[src/hw/rtl/gfst_pkg.sv]
// Package for the gyro frame step trigger: frame byte codes, parser phases,
// register indexes and port widths. No dependencies.
package gfst_pkg;

  localparam int unsigned CFG_INDEX_W = 4;
  localparam int unsigned CFG_DATA_W  = 16;
  localparam int unsigned COUNT_W     = 4;

  localparam logic [7:0] HDR_FIRST  = 8'h50;
  localparam logic [7:0] HDR_SECOND = 8'h03;
  localparam logic [7:0] TYPE_XYZ   = 8'h03;

  // Threshold default is 183 * 5.
  localparam logic [15:0] THRESHOLD_RESET = 16'd915;
  localparam logic        INVERT_RESET    = 1'b1;

  localparam logic [CFG_INDEX_W-1:0] REG_STEP_THRESHOLD   = CFG_INDEX_W'(0);
  localparam logic [CFG_INDEX_W-1:0] REG_INVERT_DIRECTION = CFG_INDEX_W'(1);

  typedef enum logic [4:0] {
    PH_HUNT0   = 5'b00001,
    PH_HUNT1   = 5'b00010,
    PH_TYPE    = 5'b00100,
    PH_PAYLOAD = 5'b01000,
    PH_SKIP    = 5'b10000
  } phase_t;

endpackage

[src/hw/rtl/gyro_frame_step_trigger_unit.sv]
// Gyro frame step trigger: byte-stream frame parser with reference-based
// step decision. Depends on gfst_pkg.
//
//   channel | signals                                   | direction
//   --------+-------------------------------------------+----------
//   rx      | rx_valid rx_ready rx_byte[7:0]            | in
//   result  | out_valid out_ready x_value[15:0]         | out
//           | step_now step_direction                   |
//   cfg     | cfg_valid cfg_ready cfg_index cfg_data    | in
//
// One item per cycle sustained while results are taken. Each byte is held in
// an input register, then parsed and, on the last payload byte, decided in
// one pass into the result register.
// Reset (rst, synchronous) returns the parser to the header hunt, drops the
// reference and reloads the register defaults.
// A result waiting in the output register holds the input stage only when
// the input stage has a byte ready to move; otherwise bytes keep flowing.
module gyro_frame_step_trigger_unit
  import gfst_pkg::*;
#(
  parameter int unsigned PAYLOAD_BYTES = 8,
  parameter int unsigned SKIP_BYTES    = 5
) (
  input  logic                   clk,
  input  logic                   rst,
  input  logic                   rx_valid,
  output logic                   rx_ready,
  input  logic [7:0]             rx_byte,
  output logic                   out_valid,
  input  logic                   out_ready,
  output logic [15:0]            x_value,
  output logic                   step_now,
  output logic                   step_direction,
  input  logic                   cfg_valid,
  output logic                   cfg_ready,
  input  logic [CFG_INDEX_W-1:0] cfg_index,
  input  logic [CFG_DATA_W-1:0]  cfg_data
);

  localparam logic [COUNT_W-1:0] PAYLOAD_LAST = COUNT_W'(PAYLOAD_BYTES);
  localparam logic [COUNT_W-1:0] SKIP_LEN     = COUNT_W'(SKIP_BYTES);

  // Configuration registers
  logic [15:0] step_threshold;
  logic        invert_direction;

  // Input stage
  logic       in_full;
  logic [7:0] in_byte;
  logic       advance;

  // Parser state
  phase_t             parse_phase, parse_phase_next;
  logic [COUNT_W-1:0] byte_count, byte_count_next, count_inc;
  logic [7:0]         high_byte, high_byte_next;
  logic [7:0]         value_low_byte, value_low_byte_next;
  logic [15:0]        reference_value;
  logic               calibrated;

  // Decision path
  logic        frame_done;
  logic [15:0] x_cur, ref_cur;
  logic [16:0] diff, mag;
  logic        step_cur, dir_cur;

  assign cfg_ready = 1'b1;
  assign advance   = in_full && (!out_valid || out_ready);
  assign rx_ready  = !in_full || advance;
  assign count_inc = byte_count + COUNT_W'(1);

  always_ff @(posedge clk) begin
    if (rst) begin
      step_threshold   <= THRESHOLD_RESET;
      invert_direction <= INVERT_RESET;
    end else if (cfg_valid) begin
      if (cfg_index == REG_STEP_THRESHOLD) begin
        step_threshold <= cfg_data;
      end else if (cfg_index == REG_INVERT_DIRECTION) begin
        invert_direction <= cfg_data[0];
      end
    end
  end

  always_ff @(posedge clk) begin
    if (rst) begin
      in_full <= 1'b0;
    end else if (rx_ready) begin
      in_full <= rx_valid;
    end
    if (rx_ready && rx_valid) begin
      in_byte <= rx_byte;
    end
  end

  // Walk the frame: header hunt, type byte, then payload or skip.
  always_comb begin
    parse_phase_next    = parse_phase;
    byte_count_next     = byte_count;
    high_byte_next      = high_byte;
    value_low_byte_next = value_low_byte;
    frame_done          = 1'b0;
    case (parse_phase)
      PH_HUNT0: begin
        if (in_byte == HDR_FIRST) parse_phase_next = PH_HUNT1;
      end
      PH_HUNT1: begin
        parse_phase_next = (in_byte == HDR_SECOND) ? PH_TYPE : PH_HUNT0;
      end
      PH_TYPE: begin
        byte_count_next = '0;
        if (in_byte == TYPE_XYZ) begin
          parse_phase_next = PH_PAYLOAD;
        end else begin
          parse_phase_next = (SKIP_BYTES > 0) ? PH_SKIP : PH_HUNT0;
        end
      end
      PH_SKIP: begin
        byte_count_next = count_inc;
        if (count_inc >= SKIP_LEN) begin
          byte_count_next  = '0;
          parse_phase_next = PH_HUNT0;
        end
      end
      PH_PAYLOAD: begin
        if (byte_count == COUNT_W'(0)) high_byte_next = in_byte;
        if (byte_count == COUNT_W'(1)) value_low_byte_next = in_byte;
        byte_count_next = count_inc;
        if (count_inc >= PAYLOAD_LAST) begin
          byte_count_next  = '0;
          parse_phase_next = PH_HUNT0;
          frame_done       = 1'b1;
        end
      end
      default: begin
        parse_phase_next = PH_HUNT0;
      end
    endcase
  end

  // First frame becomes the reference, so its deviation is zero.
  always_comb begin
    x_cur    = {high_byte_next, value_low_byte_next};
    ref_cur  = calibrated ? reference_value : x_cur;
    diff     = {1'b0, ref_cur} - {1'b0, x_cur};
    mag      = diff[16] ? (17'd0 - diff) : diff;
    step_cur = mag > {1'b0, step_threshold};
    dir_cur  = step_cur && ((!diff[16] && (diff != 17'd0)) ^ invert_direction);
  end

  always_ff @(posedge clk) begin
    if (rst) begin
      parse_phase     <= PH_HUNT0;
      byte_count      <= '0;
      high_byte       <= '0;
      value_low_byte  <= '0;
      reference_value <= '0;
      calibrated      <= 1'b0;
    end else if (advance) begin
      parse_phase    <= parse_phase_next;
      byte_count     <= byte_count_next;
      high_byte      <= high_byte_next;
      value_low_byte <= value_low_byte_next;
      if (frame_done && !calibrated) begin
        reference_value <= x_cur;
        calibrated      <= 1'b1;
      end
    end
  end

  // Result register: load on a finished frame, drop once taken.
  always_ff @(posedge clk) begin
    if (rst) begin
      out_valid <= 1'b0;
    end else if (advance) begin
      out_valid <= frame_done;
    end else if (out_ready) begin
      out_valid <= 1'b0;
    end
    if (advance && frame_done) begin
      x_value        <= x_cur;
      step_now       <= step_cur;
      step_direction <= dir_cur;
    end
  end

endmodule

[config.mk]
export PLATFORM = sky130hd
export DESIGN_NAME = gyro_frame_step_trigger_unit
export DESIGN_NICKNAME = d
export VERILOG_FILES = /design/src/hw/rtl/gfst_pkg.sv /design/src/hw/rtl/gyro_frame_step_trigger_unit.sv
export SDC_FILE = /design/constraint.sdc
export NUM_CORES = 1
export LEC_CHECK = 0
export BUFFER_PORTS_ARGS = -buffer_cell sky130_fd_sc_hd__buf_2
export CAP_MARGIN = 20
export CORE_MARGIN = 1
export CORE_UTILIZATION = 54
export DETAILED_ROUTE_END_ITERATION = 10
export PLACE_DENSITY_LB_ADDON = 0.1
export RECOVER_POWER = 25
export SYNTH_ARGS = -nofsm -noshare
export SYNTH_HDL_FRONTEND = slang
export SYNTH_SLANG_ARGS = --single-unit
export TNS_END_PERCENT = 50
[constraint.sdc]
create_clock -name clk -period 5.8 [get_ports clk]
set_input_delay 0.58 -clock clk [delete_from_list [all_inputs] [get_ports clk]]
set_output_delay 0.58 -clock clk [all_outputs]
set_load 0.05 [all_outputs]
After elaboration in Yosys (flattened, before gate mapping) --
Index checks and enable logic that the tools add are counted.
Word-level totals: register bits 87, bits in latches 0, RAM bits 0, memory bits (read-only) 0, bits of input ports 33, word-level logic and storage cells 75, memories 0
Cells by class: add/sub/neg operators 3, $mul 0, div/mod/pow operators 0, $lt $le $gt $ge 3, equal/unequal tests 12, shift-type cells 0, muxes and demuxes 19, bitwise logic cells 2, reduce and logical (&&, ||, !) cells 22
Operators with widths (count):
- $mux W8 | 4
- $pmux W5 S5 | 1
- $mux W5 | 4
- $gt A17 B16 Y1 | 1
- $mux W17 | 1
- $reduce_bool A17 Y1 | 1
- $sub A1 B17 Y17 const A | 1
- $sub A16 B16 Y17 | 1
- $mux W16 | 1
- $pmux W4 S3 | 1
- $eq A4 B1 Y1 const B | 2
- $eq A8 B2 Y1 const B | 1
- $eq A8 B7 Y1 const B | 1
- $logic_not A4 Y1 | 2
- $mux W4 | 2
- $logic_and A1 B1 Y1 | 6
- $ne A2 B2 Y1 const B | 3
- $reduce_and A2 Y1 | 3
- $eq A5 B1 Y1 const B | 1
- $eq A5 B2 Y1 const B | 1
- $eq A5 B3 Y1 const B | 1
- $eq A5 B4 Y1 const B | 1
- $eq A5 B5 Y1 const B | 1
- $add A4 B1 Y4 const B | 1
- 12 further kinds | 19

Longest topological paths before layout --
Gate-level depths: netlist of run 1.
depth in word-level cells 9, depth in mapped cells 29, mapped depth without buffers 28

Worst setup path after synthesis of run 1 --
No wires, ideal clock.
path type flip-flop to flip-flop, from register parse_phase[0], to register step_direction (data pin), setup time 0.256 ns, data arrival time 5.738 ns, data required time 5.544 ns, path slack -0.194 ns, stages on the path, launching flop included 26, path buffers 0, clock period less this slack 5.994 ns, path through dfxtp_1 nor3_1 and3b_1 nor3b_1 nand2_1 mux2i_1 inv_1 mux2_2 fa_1 a21o_1 a41o_1 nor3_2 a21oi_1 o31ai_1 a21oi_2 or4_4 o31ai_2 xnor2_1 ha_1 nand4_1 nor4_1 nor2_1 o21ai_0 inv_1 maj3_2 a22o_1
On the way: longest elaborated chain between the ends 8, elaborated cells on any way between the ends 13, classes of those cells 2 x add/sub; 1 x order compare; 1 x eq/ne; 4 x mux; 1 x bitwise; 4 x reduce/logical
Ends and longest elaborated chain:
- start, declared | RTL line gyro_frame_step_trigger_unit.sv:53 | phase_t parse_phase, parse_phase_next;
- start signal, assigned | RTL line gyro_frame_step_trigger_unit.sv:159 | parse_phase <= parse_phase_next;
- $eq A5 B4 Y1 (*) | RTL line gyro_frame_step_trigger_unit.sv:102 | case (parse_phase)
- $mux W8 (*) | RTL line gyro_frame_step_trigger_unit.sv:102
- net value_low_byte_next[1] | RTL line gyro_frame_step_trigger_unit.sv:56 | logic [7:0] value_low_byte, value_low_byte_next;
- $mux W16 | RTL line gyro_frame_step_trigger_unit.sv:143 | ref_cur = calibrated ? reference_value : x_cur;
- $sub A16 B16 Y17 (*) | RTL line gyro_frame_step_trigger_unit.sv:144 | diff = {1'b0, ref_cur} - {1'b0, x_cur};
- $sub A1 B17 Y17 (tied with other cells) | RTL line gyro_frame_step_trigger_unit.sv:145 | mag = diff[16] ? (17'd0 - diff) : diff;
- $mux W17 / $logic_and A1 B1 Y1 (equally long branches) | RTL line gyro_frame_step_trigger_unit.sv:145, gyro_frame_step_trigger_unit.sv:147
- $gt A17 B16 Y1 / $xor A1 B1 Y1 (equally long branches) | RTL line gyro_frame_step_trigger_unit.sv:146, gyro_frame_step_trigger_unit.sv:147
- $logic_and A1 B1 Y1 (*) | RTL line gyro_frame_step_trigger_unit.sv:147 | dir_cur = step_cur && ((!diff[16] && (diff != 17'd0)) ^ invert_direction);
- net dir_cur | RTL line gyro_frame_step_trigger_unit.sv:64 | logic step_cur, dir_cur;
- end signal, assigned | RTL line gyro_frame_step_trigger_unit.sv:182 | step_direction <= dir_cur;
- end, declared | RTL line gyro_frame_step_trigger_unit.sv:33 | output logic step_direction,
The timed path passes the listed nets; every way through them passes the cells marked *. A chain may end at the register's enable or synchronous reset.

Worst setup path after layout of run 1 --
Same ends and word-level chain as after synthesis.

==> reports/metrics.csv, run 1 <==
metric,value,unit
layout-drive-gt1-share,24.27,%
holdPathStages,1,
fin_crit_sh,97.25,%
dr.pass1.iters,4,
cpMostUsedCell,o21ai_0,
cts_buffers,9,
first_iter_violations,184,
dp_slack,-67.10,ps
avgSynthCellArea,8.980,um^2
synth_area,5316,um^2
antenna_found_initial,0,
async_flop_share,0,%
globalRouteMet3Util,3.175,%
cts_root_buf,clkbuf_8,
clock_latency,380,ps
seq_area_frac_synth,37.66,%
syn_to_final_growth,20.03,%
synth_top_cells_by_area,"dfxtp_1, edfxtp_1, ha_1, a211oi_1, nor2_1",
initial_core_util,56.73,%
grtUsageMet2,49.45,%
grt_max_degree,62,
ios,54,
r2r_end,step_direction,
die_h,101.2,um
fin_nets,754,
clock.fmax,177.3,MHz
fin_skew,15.43,ps
power_leakage,2.688,nW
violations,"max-capacitance violations, max-slew violations",
vias_per_cell,5.654,
core.rowCount,35,
routedWlPerCell,16.39,um
hold_viol_final,0,
grt_pass1_vias,4545,
cts_num_sinks,87,
grt_pass1_wl,21.89,mm
r2r_slack,160,ps
detail-route-antenna-nets,0,
ir_worst_vdd,0.1477,mV
hpwl,10.08,mm
antenna_cells,0,
cts_tree,built,
htreeDepth,3,
drv_cap,1,
path_class,flop to flop,
synth.top_cell.area_share,22.97,%
setup_violations,0,
fin_cells,817,
fin_tns_setup,0,ps
r2r_start,parse_phase[0],
portBuffers,52,
rsz0062_at_grt,yes,
outcome,"complete, but fails checks",
drc,0,
reg2regPathDepth,28,
place_inst,795,
period_needed,5641,ps
relSlewSlack,-25.65,%
power_density,277.4,nW/um^2
slowest_delay,370,ps
startpoint,parse_phase[0],
gr-max-usage-layer,met2,
maxSlewViolCount,42,
dieWidth,101.2,um
path_max_fanout,8,
worst_ep_arrival_time,5780,ps
core,9371,um^2
synth_fp_nets,663,
wl,13.39,mm
synth_warnings,0,
cts_buffer_depth,2,
dr_total_vias,4619,
critPathLaunchType,flop,
synth_common_cells,"nor2_1, dfxtp_1, nand2_1",
holdBufCountCts,0,
tightest_slew,1885,ps
synth.most_common_cell,nor2_1,
fin_ws,159.5,ps
required,5940,ps
ys_types,71,
overflow,0,
endpoint,step_direction,
p_total,1.770,mW
holdWs,370.1,ps
clk_pin_slew_worst_paths,100,ps
use_met1,32.47,%
synth_area_leader_cell,dfxtp_1,
synth_edf_count,26,
crit_path_end_kind,flop,
hold_class,input port to flop,
cp_slowest_cell,fa_2,
synth_flop_cell,dfxtp_1,
syn_inst,592,
synth_seq_cells,87,
gr-usage-all-layers,27.83,%
gp_congestion,0.8945,
dieArea,10250,um^2
[flip-flops by register name, indices dropped and copies added, names as in the netlist, 4 cells and up]
name	cells
value_low_byte	8
reference_value	16
in_byte	8
high_byte	8
x_value	16
step_threshold	16
parse_phase	5
byte_count	4
[critical path: cells and delay by family, from the launching register on]
kind | cells | cell delay (ps)
fa+ha+maj | 3 | 910
flops | 1 | 340
mux | 2 | 440
buf+inv | 4 | 400
compound gates | 13 | 2350
simple gates | 6 | 930
[placed cells by master (no fill, tap or decap), drive strengths merged, types with 4 or more instances in the layout]
| cell | synthesis | layout |
|---|---|---|
| nor3 | 12 | 12 |
| o31ai | 5 | 5 |
| or3 | 5 | 5 |
| nor2 | 62 | 62 |
| mux2 | 15 | 15 |
| inv | 43 | 46 |
| buf | 7 | 94 |
| xor2 | 6 | 6 |
| o21a | 5 | 5 |
| a21oi | 38 | 38 |
| xnor2 | 18 | 18 |
| edfxtp | 26 | 26 |
| a31oi | 4 | 4 |
| clkinv | 0 | 4 |
| mux2i | 18 | 18 |
| dfxtp | 61 | 61 |
| nor2b | 4 | 4 |
| clkbuf | 23 | 25 |
| nand2 | 49 | 49 |
| o21ai | 20 | 20 |
| nand3b | 6 | 6 |
| nor4 | 6 | 6 |
| a211oi | 39 | 39 |
| a21o | 8 | 8 |
| ha | 37 | 37 |
| nand2b | 5 | 5 |
| nand3 | 11 | 11 |
| a211o | 12 | 12 |
| nand4 | 6 | 6 |
[worst min path at each step]
stage	start	endpoint	slack [ps]
finish	rx_byte[4]	in_byte[4]	370
global route	rx_byte[7]	in_byte[7]	350
CTS	rx_byte[3]	in_byte[3]	360
detailed placement	step_threshold[10]	step_threshold[10]	450
global placement	step_threshold[15]	step_threshold[15]	450
floorplan	step_threshold[10]	step_threshold[10]	440
[per-stage QoR]
stage	cell area, um^2	util, %
floorplan	5336	-
global placement	6021	64.25
detailed placement	6036	64.41
CTS	6292	67.14
global route	6381	68.09
finish	6381	68.09
[layout make-up]
class / count / area, um^2
Multi-Input combinational cell: 432 / 3131
Inverter: 43 / 161.4
Fill cell: 796 / 2990
Clock buffer: 9 / 123.9
Timing Repair Buffer: 110 / 725.7
Tap cell: 129 / 161.4
Clock inverter: 7 / 76.32
Sequential cell: 87 / 2002
[where the power goes]
part	internal [mW]	leakage, nW	switching [mW]
Sequential	0.644	0.729	0.0116
Clock	0.169	0.100	0.254
Combinational	0.325	1.86	0.366
[cell families (layout without fill, tap and decap cells)]
| kind of cell | Yosys count | count (layout) | synth area share (%) |
|---|---|---|---|
| adders and majority gates | 39 | 39 | 9.296 |
| xor gates and xnor gates | 24 | 24 | 3.954 |
| other | 1 | 1 | 0.07054 |
| buffers and inverters | 73 | 169 | 5.578 |
| muxes | 33 | 33 | 6.566 |
| DFF | 87 | 87 | 37.66 |
| and+or+nand+nor | 186 | 186 | 17.02 |
| AOI/OAI and AO/OA | 149 | 149 | 19.86 |
[layer usage]
layer	vias to the layer above	share of wire [%]	routed length (um)
li1	2320	-	-
met1	2181	44	5895
met2	90	49	6600
met3	28	2.7	356
met4	0	4.0	538
met5	-	0	0
[repair_timing]
item / CTS / global route
gates resized for setup: 9 / 15
pin swaps: 9 / 13
setup buffers: 2 / 2
setup endpoints to repair: 1 / 2
Power figures use the tool's default switching activity.
==> inputs of run 2 (changes only) <==
--- a/config.mk
+++ b/config.mk
@@ -7,6 +7,7 @@
 export LEC_CHECK = 0
 export BUFFER_PORTS_ARGS = -buffer_cell sky130_fd_sc_hd__buf_2
 export CAP_MARGIN = 20
+export CORE_ASPECT_RATIO = 0.7
 export CORE_MARGIN = 1
 export CORE_UTILIZATION = 54
 export DETAILED_ROUTE_END_ITERATION = 10
==> run 2 against run 1 <==
Utilization is 5.3 points higher. Critical path depth shrank 3. Combinational power grew 15%. Cell count rose by 2.4%. Hold slack better by 37 ps. Power grew 17%. Largest power group unchanged. Count of clock-buffer cells in the layout unchanged. Fmax down 3.4%. The run ends with max-capacitance violations, max-slew violations, negative setup slack left. Clock power is 46% higher. Die area hardly changed. Non-clock buffer count increased by 25.
==> reports/metrics.csv, run 2 (synthesis results as in run 1) <==
metric,value,unit,change
initial_core_util,57.23,%,+0.50 points
dr.pass1.iters,5,,+1
ir_worst_vdd,0.1810,mV,+23%
required,5910,ps,-30 ps
holdPathStages,1,,unchanged
violations,"max-capacitance violations, max-slew violations, negative setup slack",,
clock.fmax,171.3,MHz,-3.4%
core.rowCount,29,,-17%
critPathBufInv,4,,unchanged
clk_pin_slew_worst_paths,70,ps,-30 ps
syn_to_final_growth,28.17,%,
path_max_fanout,4,,-4
power_leakage,2.897,nW,+7.8%
dp_slack,-102.4,ps,-35.31 ps
final_common_cell,buf_4,,
ios,54,,unchanged
fin_tns_setup,-38.30,ps,-38.30 ps
fin_crit_sh,100.7,%,+3.4 points
fin_nets,779,,+3.3%
relSlewSlack,-6.903,%,+19 points
holdBufCountCts,0,,unchanged
slowest_delay,570,ps,+200 ps
dieWidth,120.6,um,+19%
startpoint,parse_phase[2],,
dr_total_vias,4973,,+7.7%
rsz0062_at_grt,yes,,
hold_class,input port to flop,,
detail-route-antenna-nets,0,,unchanged
reg2regPathDepth,25,,-11%
clock_latency,350,ps,-30 ps
first_iter_violations,484,,+160%
antenna_cells,0,,unchanged
critPathLaunchType,flop,,
fin_skew,7.158,ps,-8.269 ps
min_from,rx_byte[2],,
dieArea,10250,um^2,about the same
crit_family,simple AND/OR/NAND/NOR gates,,
period_needed,5838,ps,+197.8 ps
cts_root_buf,clkbuf_16,,
hpwl,10.86,mm,+7.7%
core,9289,um^2,-0.88%
hold_viol_final,0,,unchanged
overflow,0,,unchanged
gp_congestion,0.9903,,+11%
fin_ws,-38.30,ps,-197.8 ps
wl,15.33,mm,+14%
layout-drive-gt1-share,28.75,%,+4.5 points
setup_violations,1,,+1
worst_ep_arrival_time,5940,ps,+160 ps
antenna_found_initial,0,,unchanged
cp_slowest_cell,or4_4,,
whs_endpoint,in_byte[2],,
r2r_slack,-40,ps,-200 ps
r2r_start,parse_phase[2],,
cts_buffer_depth,2,,unchanged
outcome,"complete, but fails checks",,
cts_num_sinks,87,,unchanged
layout_common_cells,"buf_4, nor2_1, dfxtp_1, nand2_1, inv_1",,
drc,0,,unchanged
grt_pass1_wl,23.67,mm,+8.2%
tightest_slew,1604,ps,-281.2 ps
portBuffers,52,,unchanged
cts_tree,built,,
crit_path_end_kind,flop,,
vias_per_cell,5.941,,+5.1%
cts_buffers,9,,unchanged
routedWlPerCell,18.32,um,+12%
path_class,flop to flop,,
maxSlewViolCount,36,,-14%
power_density,303.7,nW/um^2,+9.5%
grt_pass1_vias,4676,,+2.9%
reg_top3,"reference_value: 16 flops, step_threshold: 16 flops, x_value: 16 flops",,
r2r_end,step_direction,,
htreeDepth,3,,unchanged
gr-usage-all-layers,30.05,%,+2.2 points
die_h,85.02,um,-16%
drv_cap,1,,unchanged
grt_max_degree,62,,unchanged
[run 2: changes by cell type in the layout (fill, tap and decap cells not counted), moves of 3 or more]
| cell | delta |
|---|---|
| mux2i_2 | -3 |
| mux2i_4 | +3 |
| clkbuf_8 | -9 |
| buf_4 | +25 |
| clkbuf_16 | +9 |
[run 2: report_power, final]
part | total, mW | internal, mW | switching, mW
clock | 0.617 | 0.345 | 0.273
combinational | 0.792 | 0.378 | 0.414
sequential | 0.660 | 0.644 | 0.0157
total | 2.07 | 1.37 | 0.703
[run 2: through the flow]
| stage | cells | hold slack (ps) | cell area, um^2 | total power, mW | util (%) |
|---|---|---|---|---|---|
| finish | 837 | 407.1 | 6814 | 2.069 | 73.36 |
| global route | 837 | 400.9 | 6814 | 2.165 | 73.36 |
| CTS | 832 | 400.1 | 6570 | 1.969 | 70.73 |
| global placement | 815 | 444.9 | 6210 | 1.320 | 66.85 |
| detailed placement | 815 | 451.7 | 6210 | 1.349 | 66.85 |
| floorplan | 592 | 436.3 | 5336 | 1.108 | - |
[run 2: worst max-delay path by stage]
stage	slack, ps	endpoint	cells past startpoint
final	-40	step_direction	25
after global routing	-250	step_direction	27
after CTS	7	step_direction	26
after detailed placement	-100	step_direction	27
after global placement	50	step_direction	26
after floorplan	80	step_direction	27
[run 2: area by class of cell]
cell class,count,area (um^2)
repair buffers,135,893.4
inverters,43,161.4
well taps,124,155.1
clock buffers,9,225.2
clock inverters,7,91.34
fillers,685,2475
multi-input cells,432,3284
flip-flops and latches,87,2003
[run 2: routing by layer]
layer	track usage (%)	share of wire (%)
met5	0	0
met4	8.979	1.5
met3	6.317	7.1
met2	46.13	45
met1	42.55	46
[run 2: timing repair]
action | in CTS | in global routing
setup endpoints to repair | 1 | 2
setup buffers | 1 | 4
gates resized for setup | 7 | 43
pin swaps | 5 | 22
==> inputs of run 3 (changes only) <==
--- a/config.mk
+++ b/config.mk
@@ -11,7 +11,7 @@
 export CORE_MARGIN = 1
 export CORE_UTILIZATION = 54
 export DETAILED_ROUTE_END_ITERATION = 10
-export PLACE_DENSITY_LB_ADDON = 0.1
+export PLACE_DENSITY = 0.77
 export RECOVER_POWER = 25
 export SYNTH_ARGS = -nofsm -noshare
 export SYNTH_HDL_FRONTEND = slang
==> run 3 against run 2 <==
The run still ends with max-capacitance violations, max-slew violations, negative setup slack left. Sequential share of layout area increased by 0.70 points. Global-route usage is 0.20 points lower. Wire length is 3.1% lower. Critical path depth grew 3. Count of clock-buffer cells in the layout stayed put. Critical endpoint unchanged. Largest cell class unchanged.
==> reports/metrics.csv, run 3 (synthesis results as in run 1) <==
metric,value,unit,change
dp_slack,-102.0,ps,+0.4280 ps
gp_congestion,0.9763,,-1.4%
intPower,1.370,mW,+0.27%
maxSlewViolCount,54,,+50%
path_max_fanout,8,,+4
dieWidth,120.6,um,unchanged
first_iter_violations,387,,-20%
period_needed,5804,ps,-34.64 ps
fin_tns_setup,-3.655,ps,+34.64 ps
final_area,6659,um^2,-2.3%
fin_skew,6.080,ps,-1.078 ps
dpl_cell_area,6147,um^2,-1.0%
grt_max_degree,62,,unchanged
crit_path_end_kind,flop,,
grt_pass1_wl,23.72,mm,+0.21%
reg_top3,"reference_value: 16 flops, step_threshold: 16 flops, x_value: 16 flops",,
holdBufCountCts,0,,unchanged
fin_crit_sh,100.1,%,-0.60 points
clock_latency,350,ps,about the same
ir_worst_vdd,0.1896,mV,+4.7%
relSlewSlack,-66.90,%,-60 points
fillCellCount,702,,+2.5%
critPathLaunchType,flop,,
outcome,"complete, but fails checks",,
antenna_cells,0,,unchanged
power_density,305.3,nW/um^2,+0.52%
hold_viol_final,0,,unchanged
holdPathStages,1,,unchanged
routedWlPerCell,18.03,um,-1.6%
layout-drive-gt1-share,26.71,%,-2.0 points
gr-usage-all-layers,29.85,%,-0.20 points
layout_common_cells,"buf_4, nor2_1, dfxtp_1, nand2_1, inv_1",,
setup_violations,1,,unchanged
cp_slowest_cell,dfxtp_2,,
reg2regPathDepth,28,,+12%
ios,54,,unchanged
initial_core_util,57.23,%,unchanged
cts_num_sinks,87,,unchanged
power_leakage,2.827,nW,-2.4%
swShare,32.58,%,-1.4 points
dr_total_vias,4928,,-0.90%
required,5890,ps,-20 ps
core.rowCount,29,,unchanged
slowest_delay,340,ps,-230 ps
dieArea,10250,um^2,unchanged
overflow,0,,unchanged
r2r_slack,-4,ps,+30 ps
detail-route-antenna-nets,0,,unchanged
htreeDepth,3,,unchanged
rsz0062_at_grt,yes,,
drv_cap,1,,unchanged
antenna_found_initial,0,,unchanged
hpwl,10.76,mm,-0.94%
cts_buffers,9,,unchanged
hold_class,input port to flop,,
clock.fmax,172.3,MHz,+0.60%
vias_per_cell,5.981,,+0.66%
holdWs,409.6,ps,+2.469 ps
drc,0,,unchanged
core,9289,um^2,unchanged
final_common_cell,buf_4,,
power_frac_seq,32.3,%,+0.4 points
syn_to_final_growth,25.25,%,
cts_tree,built,,
portBuffers,52,,unchanged
p_clk_share,31.6,%,+1.8 points
p_comb_share,36.0,%,-2.3 points
path_class,flop to flop,,
fin_ws,-3.655,ps,+34.64 ps
wl,14.86,mm,-3.1%
clk_pin_slew_worst_paths,70,ps,about the same
violations,"max-capacitance violations, max-slew violations, negative setup slack",,
cts_root_buf,clkbuf_16,,
switching_power,662.3,uW,-5.7%
grt_pass1_vias,4708,,+0.68%
tightest_slew,2503,ps,+899.9 ps
fin_nets,766,,-1.7%
dr.pass1.iters,5,,unchanged
die_h,85.02,um,unchanged
cpMostUsedCell,buf_4,,
worst_ep_arrival_time,5900,ps,-40 ps
cts_buffer_depth,2,,unchanged
## run 3: through the flow
stage | util, % | instances | total power [mW]
6_report | 71.69 | 824 | 2.033
5_1_grt | 71.69 | 824 | 2.125
4_1_cts | 70.66 | 822 | 1.993
3_5_place_dp | 66.18 | 804 | 1.333
3_3_place_gp | 65.88 | 803 | 1.308
2_1_floorplan | - | 592 | 1.108
## run 3: final timing paths
check | from | to
min | rx_byte[5] | in_byte[5]
max | parse_phase[2] | step_direction
min reg2reg | step_threshold[6] | step_threshold[6]
max reg2reg | parse_phase[2] | step_direction
## run 3: what timing repair did
action                                  4_1_cts  5_1_grt
endpoints found under the setup margin        1        2
resized for setup                            16       21
buffers inserted                              2        0
pin swaps                                    12       18
## run 3: cell type report
cell class                 count  area, um^2  share of cell area, %
inverter                      43       161.4                  2.424
tap                          124       155.1                  2.330
sequential                    87        2004                  30.10
clock buffer                   9       225.2                  3.382
multi-input combinational    432        3196                  47.99
clock inverter                 7       101.3                  1.522
timing repair buffer         122       815.8                  12.25
## run 3: worst max-delay path, delay by kind of cell (launching register included)
family | cells | cell delay, ps
XOR/XNOR | 2 | 350
AO/OA/AOI/OAI | 5 | 980
multiplexers | 2 | 550
adder cells (fa/ha/maj) | 3 | 920
buffers and inverters | 6 | 880
AND/OR/NAND/NOR | 10 | 1490
flip-flops | 1 | 340
## run 3: power by group through the flow
stage	registers, mW	clock network [mW]	logic, mW
after global placement	0.669	0	0.639
after detailed placement	0.669	0	0.664
after floorplan	0.664	0	0.444
final	0.657	0.643	0.733
after global routing	0.658	0.671	0.796
after CTS	0.656	0.647	0.691
## run 3: metal layers
| layer | GRT usage [%] | routed length [um] | part of all wire [%] | vias to the layer above |
|---|---|---|---|---|
| li1 | - | - | - | 2345 |
| met1 | 42.09 | 6843 | 46 | 2346 |
| met2 | 46.76 | 6651 | 45 | 216 |
| met3 | 5.847 | 1137 | 7.7 | 21 |
| met4 | 8.081 | 224 | 1.5 | 0 |
| met5 | 0 | 0 | 0 | - |
